===== config.mk =====
export PLATFORM = sky130hd
export DESIGN_NAME = ffba_useq
export DESIGN_NICKNAME = d
export VERILOG_FILES = /design/src/rtl/ffba_pkg.sv /design/src/rtl/ffba_useq.sv
export SDC_FILE = /design/constraint.sdc
export NUM_CORES = 1
export LEC_CHECK = 0
export BUFFER_PORTS_ARGS = -buffer_cell sky130_fd_sc_hd__buf_2
export CAP_MARGIN = 20
export CORE_UTILIZATION = 40
export CTS_CLUSTER_SIZE = 24
export DETAILED_ROUTE_END_ITERATION = 16
export REMOVE_ABC_BUFFERS = 1
export SLEW_MARGIN = 20
export SYNTH_ARGS = -nofsm -noshare
export SYNTH_HDL_FRONTEND = slang
export SYNTH_SLANG_ARGS = --single-unit

===== constraint.sdc =====
create_clock -name clk -period 2.5 [get_ports clk]
set_clock_uncertainty 0.2 [all_clocks]
set_input_delay 0.375 -clock clk [delete_from_list [all_inputs] [get_ports clk]]
set_output_delay 0.375 -clock clk [all_outputs]
set_load 0.02 [all_outputs]

===== src/rtl/ffba_pkg.sv =====
// Shared types and constants of the first-fit block allocator.
// Transaction structs, micro-word layout, step codes and default sizes.
// No dependencies.
package ffba_pkg;

	localparam int POOL_UNITS_DEF   = 4096;
	localparam int HEADER_UNITS_DEF = 1;

	localparam int REQ_W   = 13;
	localparam int FADDR_W = 12;
	localparam int BADDR_W = 12;

	typedef struct packed {
		logic               action;
		logic [REQ_W-1:0]   request_size;
		logic [FADDR_W-1:0] free_address;
	} cmd_t;

	typedef struct packed {
		logic               granted;
		logic [BADDR_W-1:0] block_address;
	} res_t;

	localparam logic ACT_ALLOC = 1'b0;
	localparam logic ACT_FREE  = 1'b1;

	typedef enum logic [1:0] {
		RES_KEEP,
		RES_GRANT,
		RES_ZERO
	} res_sel_t;

	typedef enum logic [2:0] {
		C_NEVER,
		C_ALWAYS,
		C_NO_CMD,
		C_FREE,
		C_END,
		C_BAD,
		C_FIT,
		C_OUT_BUSY
	} cond_t;

	// datapath strobes of one micro-word
	typedef struct packed {
		logic     ready;
		logic     rd;
		logic     cap;
		logic     adv;
		logic     wr_head;
		logic     wr_split;
		logic     wr_free;
		logic     set_hint;
		res_sel_t res_set;
		logic     emit;
	} dp_ctrl_t;

	// datapath conditions seen by the sequencer
	typedef struct packed {
		logic cmd_valid;
		logic is_free;
		logic pos_end;
		logic bad;
		logic fit;
		logic out_busy;
	} dp_status_t;

	localparam int STEP_W = 4;

	typedef struct packed {
		dp_ctrl_t          dp;
		cond_t             cond;
		logic [STEP_W-1:0] target;
	} uword_t;

	localparam logic [STEP_W-1:0] ST_IDLE  = 4'd0;
	localparam logic [STEP_W-1:0] ST_DISP  = 4'd1;
	localparam logic [STEP_W-1:0] ST_LOOK  = 4'd2;
	localparam logic [STEP_W-1:0] ST_CHECK = 4'd3;
	localparam logic [STEP_W-1:0] ST_TEST  = 4'd4;
	localparam logic [STEP_W-1:0] ST_ADV   = 4'd5;
	localparam logic [STEP_W-1:0] ST_GRANT = 4'd6;
	localparam logic [STEP_W-1:0] ST_SPLIT = 4'd7;
	localparam logic [STEP_W-1:0] ST_FAIL  = 4'd8;
	localparam logic [STEP_W-1:0] ST_FREE  = 4'd9;
	localparam logic [STEP_W-1:0] ST_EMITW = 4'd10;
	localparam logic [STEP_W-1:0] ST_EMIT  = 4'd11;

endpackage


===== src/rtl/ffba_useq.sv =====
// Microcode sequencer: control ROM, step counter and conditional jump.
// Depends on ffba_pkg.
module ffba_useq (
	input  logic                  clk,
	input  logic                  arst_n,
	input  ffba_pkg::dp_status_t  status,
	output ffba_pkg::dp_ctrl_t    ctrl
);

	function automatic ffba_pkg::uword_t ucode(input logic [ffba_pkg::STEP_W-1:0] step);
		ffba_pkg::uword_t w;
		w        = '0;
		w.cond   = ffba_pkg::C_NEVER;
		w.target = ffba_pkg::ST_IDLE;
		w.dp.res_set = ffba_pkg::RES_KEEP;
		unique case (step)
			ffba_pkg::ST_IDLE: begin
				w.dp.ready = 1'b1;
				w.cond     = ffba_pkg::C_NO_CMD;
				w.target   = ffba_pkg::ST_IDLE;
			end
			ffba_pkg::ST_DISP: begin
				w.cond   = ffba_pkg::C_FREE;
				w.target = ffba_pkg::ST_FREE;
			end
			ffba_pkg::ST_LOOK: begin
				w.dp.rd  = 1'b1;
				w.cond   = ffba_pkg::C_END;
				w.target = ffba_pkg::ST_FAIL;
			end
			ffba_pkg::ST_CHECK: begin
				w.dp.cap = 1'b1;
				w.cond   = ffba_pkg::C_BAD;
				w.target = ffba_pkg::ST_FAIL;
			end
			ffba_pkg::ST_TEST: begin
				w.cond   = ffba_pkg::C_FIT;
				w.target = ffba_pkg::ST_GRANT;
			end
			ffba_pkg::ST_ADV: begin
				w.dp.adv = 1'b1;
				w.cond   = ffba_pkg::C_ALWAYS;
				w.target = ffba_pkg::ST_LOOK;
			end
			ffba_pkg::ST_GRANT: begin
				w.dp.wr_head = 1'b1;
			end
			ffba_pkg::ST_SPLIT: begin
				w.dp.wr_split = 1'b1;
				w.dp.set_hint = 1'b1;
				w.dp.res_set  = ffba_pkg::RES_GRANT;
				w.cond        = ffba_pkg::C_ALWAYS;
				w.target      = ffba_pkg::ST_EMITW;
			end
			ffba_pkg::ST_FAIL: begin
				w.dp.res_set = ffba_pkg::RES_ZERO;
				w.cond       = ffba_pkg::C_ALWAYS;
				w.target     = ffba_pkg::ST_EMITW;
			end
			ffba_pkg::ST_FREE: begin
				w.dp.wr_free = 1'b1;
				w.dp.res_set = ffba_pkg::RES_ZERO;
			end
			ffba_pkg::ST_EMITW: begin
				w.cond   = ffba_pkg::C_OUT_BUSY;
				w.target = ffba_pkg::ST_EMITW;
			end
			ffba_pkg::ST_EMIT: begin
				w.dp.emit = 1'b1;
				w.cond    = ffba_pkg::C_ALWAYS;
				w.target  = ffba_pkg::ST_IDLE;
			end
			default: begin
				w.cond   = ffba_pkg::C_ALWAYS;
				w.target = ffba_pkg::ST_IDLE;
			end
		endcase
		return w;
	endfunction

	logic [ffba_pkg::STEP_W-1:0] upc_q;
	logic [ffba_pkg::STEP_W-1:0] upc_next;
	ffba_pkg::uword_t            uw;
	logic                        take;

	assign uw   = ucode(upc_q);
	assign ctrl = uw.dp;

	always_comb begin
		unique case (uw.cond)
			ffba_pkg::C_NEVER:    take = 1'b0;
			ffba_pkg::C_ALWAYS:   take = 1'b1;
			ffba_pkg::C_NO_CMD:   take = !status.cmd_valid;
			ffba_pkg::C_FREE:     take = status.is_free;
			ffba_pkg::C_END:      take = status.pos_end;
			ffba_pkg::C_BAD:      take = status.bad;
			ffba_pkg::C_FIT:      take = status.fit;
			ffba_pkg::C_OUT_BUSY: take = status.out_busy;
			default:              take = 1'b1;
		endcase
	end

	assign upc_next = take ? uw.target : upc_q + 1'b1;

	always_ff @(posedge clk or negedge arst_n) begin
		if (!arst_n) begin
			upc_q <= ffba_pkg::ST_IDLE;
		end else begin
			upc_q <= upc_next;
		end
	end

endmodule


==> results of run 1 <==
[power by group through the flow]
stage / clock (uW) / sequential, uW / combinational, uW
final: 77.2 / 172 / 843
after detailed placement: 0 / 172 / 835
after global routing: 83.4 / 181 / 938
after CTS: 81.9 / 172 / 837
after global placement: 0 / 173 / 839
after floorplan: 0 / 155 / 660
[synth_stat cells (all sizes together)]
cell type  n
nor4       1
nand3      7
o22ai      2
a22oi      1
or4        1
a211o      1
nor3       3
and2       5
o22a       1
o21ai      5
o211a      1
dfrtp      4
nand2      1
and3       1
o31ai      2
o211ai     4
a221o      1
xor2       1
a21oi      2
xnor2      1
buf        5
inv        7
clkbuf     2
mux2i      1
nor2       9
nor2b      2
ha         4
o21a       3
o2111ai    3
nand2b     3
nand4      1
[how the worst max path moves through the flow]
| stage | startpoint | to | slack, ps | cells after the start |
|---|---|---|---|---|
| final | upc_q[0]$_DFF_PN0_ | upc_q[1]$_DFF_PN0_ | 250 | 7 |
| after global routing | upc_q[0]$_DFF_PN0_ | upc_q[3]$_DFF_PN0_ | 50 | 7 |
| after CTS | upc_q[0]$_DFF_PN0_ | upc_q[3]$_DFF_PN0_ | 280 | 7 |
| after detailed placement | upc_q[0]$_DFF_PN0_ | upc_q[0]$_DFF_PN0_ | 270 | 7 |
| after global placement | upc_q[0]$_DFF_PN0_ | upc_q[3]$_DFF_PN0_ | 290 | 7 |
| after floorplan | upc_q[0]$_DFF_PN0_ | upc_q[3]$_DFF_PN0_ | 470 | 7 |
[cell families after synthesis]
kind of cell	after synthesis	share of synthesized area (%)
simple gates	34	31.26
buf+inv	14	10.22
compound gates	26	30.06
xor+xnor	2	2.806
fa+ha+maj	4	8.016
flops	4	16.03
mux	1	1.603
[per-stage QoR]
| stage | std cells | total power [uW] | cell area (um^2) |
|---|---|---|---|
| after floorplan | 78 | 815.7 | 586.8 |
| after global placement | 112 | 1012 | 703.2 |
| after detailed placement | 112 | 1007 | 703.2 |
| after CTS | 116 | 1090 | 735.7 |
| after global routing | 116 | 1203 | 735.7 |
| final | 116 | 1092 | 735.7 |
[layer usage]
| layer | share of wire, % | track usage [%] | routed length [um] |
|---|---|---|---|
| met4 | 0 | 9.032 | 0 |
| met1 | 48 | 26.06 | 701 |
| met5 | 0 | 0 | 0 |
| met2 | 46 | 28.44 | 675 |
| met3 | 5.8 | 2.609 | 85 |
[cell type report]
| class | count | area, um^2 |
|---|---|---|
| clock buffers | 3 | 22.52 |
| fillers | 128 | 646.9 |
| inverters | 7 | 26.28 |
| multi-input cells | 67 | 460.4 |
| flip-flops and latches | 4 | 100.1 |
| well taps | 15 | 18.77 |
| repair buffers | 20 | 107.6 |
==> metrics.yaml, run 1 <==
core-area_um2: 1383
hold_viol: 0
cts_resized: 0
synth_area_um2: 624.3
root_buffer: "clkbuf_4"
finalCritPeriodShare_pct: 90.12
r2r_slack_ps: 250
drive_gt1_share_pct: 26.73
insertion_delay_ps: 230
crit_chain: "inv_1 -> ha_1 -> nor2_1 -> a221o_1 -> o211a_1 -> o2111ai_1 -> nand3_1"
reg2reg_to: "upc_q[1]$_DFF_PN0_"
seq_power_share_pct: 15.7
grt_pass1_vias: 610
gp_congestion: 0.8449
ff2ff_path_depth: 7
finalWorstSetupSlack_ps: 247.1
syn2layout_area_growth_pct: 17.84
num_vias: 688
cp_slowest_stage_delay_ps: 400
fin_crit_ps: 2253
pre_cts_ws_ps: 268.7
yosysTopAreaCell: "dfrtp_1"
antenna_found_initial: 0
grt_max_degree: 17
largest_reg_flops: 4
antennaDiodeCount: 0
wl_mm: 1.462
grt_overflow: 0
io_pins: 19
r2r_start: "upc_q[0]$_DFF_PN0_"
tritoncts: "built"
grt_use_total_pct: 18.81
ys_seq_area_share_pct: 16.03
worst_slew_pin_slew_ps: 519.6
holdWs_ps: 279.0
layout_common_cells: "buf_2 (18), nor2_1 (8), inv_1 (7), nand3_1 (7), and2_1 (5)"
critPathCaptureType: "register"
io_buffers: 18
grt_pass1_wl_mm: 2.580
die-area_um2: 1723
switching_share_pct: 53.91
row_count: 13
vdd_drop_max_v: 0.0007567
nNetsFinal: 115
critPathBufInv: 1
synth_area_per_cell_um2: 7.345
p_per_area_nw_per_um2: 1484
synth_cell_types: 37
cap_violations: 0
top_register: "upc_q"
drt-initial-drc-count: 31
top_regs: "upc_q (4)"
cp.arrival_ps: 2150
path_class: "reg2reg"
power_leakage_uw: 0.0003569
synth_seq_cells: 4
path_clk_slew_ps: 40
synth_top_cell_area_share_pct: 16.03
critPathTopFamily: "compound AO/OA/AOI/OAI gates"
fin_setup_tns_ps: 0
drv_slew: 0
final_antenna_net_count: 0
syn_inst: 85
cts_sinks: 4
initial_utilization_pct: 45.16
clock_power_share_pct: 7.1
synthTopCellsByArea: "dfrtp_1 (16%), ha_1 (8.0%), nand3_1 (5.6%)"
vias_per_cell: 5.931
p_int_uw: 503.2
slowest_stage: "dfrtp_1"
fmaxAchievable_ghz: 0.4439
final_core_util_pct: 53.21
die_w_um: 41.51
wl_per_cell_um: 12.60
cts_buffers: 3
synth_warnings: 0
p_switching_uw: 588.6
die_h_um: 41.51
dr.pass1.iters: 4
rsz0062_at_grt: "false"
hold_path.class: "in2async"
cts_hold_buf: 1
final_common_cell: "buf_2"
critPathRequiredTime_ps: 2400
cts_buffer_depth: 2
max_slew_margin_pct: 65.36
dpl.hpwl_mm: 1.115
status: "completed"
worstPathMaxFanout: 11
remaining_drc_errors: 0
postCtsSetupBuffers: 0
setup_viol: 0
start_kind: "register"
h-tree-depth: 1
p_comb_share_pct: 77.2
Power figures use the tool's default switching activity.
==> run 2: changes to the inputs <==
==> constraint.sdc (replaced) <==
create_clock -name clk -period 2.83 [get_ports clk]
set_clock_uncertainty 0.2 [all_clocks]
set_input_delay 0.4245 -clock clk [delete_from_list [all_inputs] [get_ports clk]]
set_output_delay 0.4245 -clock clk [all_outputs]
set_load 0.01 [all_outputs]
==> run 2 against run 1 <==
Against the previous run: non-clock buffer count down 1; total power down 14%; sequential cell count unchanged; register-to-register slack better by 300 ps; critical path depth unchanged.
==> metrics.yaml, run 2 (synthesized netlist as in run 1, its figures left out) <==
antenna_found_initial: 0
top_register: "upc_q"
path_class: "reg2reg"
critPathCaptureType: "register"
syn2layout_area_growth_pct: 16.63
pre_cts_ws_ps: 582.4
hold_viol: 0
final_antenna_net_count: 0
p_per_area_nw_per_um2: 1295
io_buffers: 18
power_leakage_uw: 0.0003517
fmaxAchievable_ghz: 0.4373
grt_pass1_vias: 587
fin_setup_tns_ps: 0
critPathTopFamily: "compound AO/OA/AOI/OAI gates"
cp.arrival_ps: 2200
gp_congestion: 0.8407
cap_violations: 0
core-area_um2: 1383
path_clk_slew_ps: 30
fill_cells: 150
grt_overflow: 0
drv_slew: 0
final_area_um2: 728.2
tritoncts: "built"
worst_slew_pin_slew_ps: 534.0
grt_max_degree: 17
layout_common_cells: "buf_2 (18), nor2_1 (8), inv_1 (7), nand3_1 (7), and2_1 (5)"
slowest_stage: "dfrtp_1"
final_common_cell: "buf_2"
cts_buffer_depth: 2
h-tree-depth: 1
cts_sinks: 4
critPathRequiredTime_ps: 2740
initial_utilization_pct: 45.16
insertion_delay_ps: 230
row_count: 13
grt_pass1_wl_mm: 2.594
grt_use_total_pct: 19.10
vdd_drop_max_v: 0.0006840
dpl.hpwl_mm: 1.154
root_buffer: "clkbuf_4"
fin_crit_ps: 2287
setup_viol: 0
start_kind: "register"
worstPathMaxFanout: 11
dr.pass1.iters: 4
postCtsSetupBuffers: 0
crit_chain: "inv_1 -> ha_1 -> mux2i_1 -> o21ai_0 -> o211a_1 -> o2111ai_1 -> and3_1"
antennaDiodeCount: 0
remaining_drc_errors: 0
die_w_um: 41.51
io_pins: 19
status: "completed"
top_regs: "upc_q (4)"
cts_buffers: 3
max_slew_margin_pct: 64.40
postPlaceCellArea_um2: 695.7
wl_mm: 1.551
hold_path.class: "in2async"
finalCritPeriodShare_pct: 80.80
drive_gt1_share_pct: 26.00
multi_input_area_um2: 460.4
largest_reg_flops: 4
critPathBufInv: 1
rsz0062_at_grt: "false"
regArea_um2: 100.1
die-area_um2: 1723
nNetsFinal: 114
cp_slowest_stage_delay_ps: 400
die_h_um: 41.51
finalWorstSetupSlack_ps: 543.4
drt-initial-drc-count: 25
wl_per_cell_um: 13.49
num_vias: 683
cts_resized: 0
vias_per_cell: 5.939
[run 2: changes by cell type in the layout (fill, tap and decap cells not counted), sizes merged]
cell	previous run	this run
buf	19	18
[run 2: power by group]
group / switching, uW / internal (uW)
sequential: 63.9 / 88.5
combinational: 422 / 301
clock: 19.7 / 47.2
[run 2: area by class of cell]
class,count,area share (%)
timing repair buffer,19,13.75
tap,15,2.577
multi-input combinational,67,63.23
inverter,7,3.608
clock buffer,3,3.093
sequential,4,13.75
[run 2: worst register-to-register path: stages, from the launching register on]
cell and delay, ps:
dfrtp_1 400, inv_1 110, ha_1 400, mux2i_1 160, o21ai_0 280, o211a_1 280
o2111ai_1 140, and3_1 200
[run 2: final timing paths]
check / slack, ps / start / cells after the start / end
worst max-delay path: 540 / upc_q[0]$_DFF_PN0_ / 7 / upc_q[3]$_DFF_PN0_
worst min-delay path: 330 / arst_n / 2 / upc_q[0]$_DFF_PN0_
worst max register to register: 540 / upc_q[0]$_DFF_PN0_ / 7 / upc_q[3]$_DFF_PN0_
worst min register to register: 490 / upc_q[0]$_DFF_PN0_ / 3 / upc_q[0]$_DFF_PN0_
max in group asynchronous: 1980 / arst_n / 2 / upc_q[2]$_DFF_PN0_
min in group clk: 490 / status[5] / 5 / upc_q[0]$_DFF_PN0_
[run 2: layer usage]
metal | wire [um] | up-vias | GRT usage (%)
li1 | - | 340 | -
met1 | 767 | 313 | 26.67
met2 | 703 | 30 | 29.38
met3 | 80 | 0 | 2.609
met4 | 0 | 0 | 7.742
met5 | 0 | - | 0
[run 2: timing repair]
action,in CTS,in global routing
endpoints found under the hold margin,4,0
setup endpoints to repair,0,0
hold buffers,1,0
[run 2: stage by stage]
stage	util, %	cells	total power (uW)	hold slack [ps]
6_report	52.67	115	942.9	326.1
4_1_cts	52.67	115	936.6	317.5
5_1_grt	52.67	115	1035	329.3
3_5_place_dp	50.32	111	861.9	32.88
3_3_place_gp	50.32	111	853.9	33.82
2_1_floorplan	-	78	692.6	-71.09
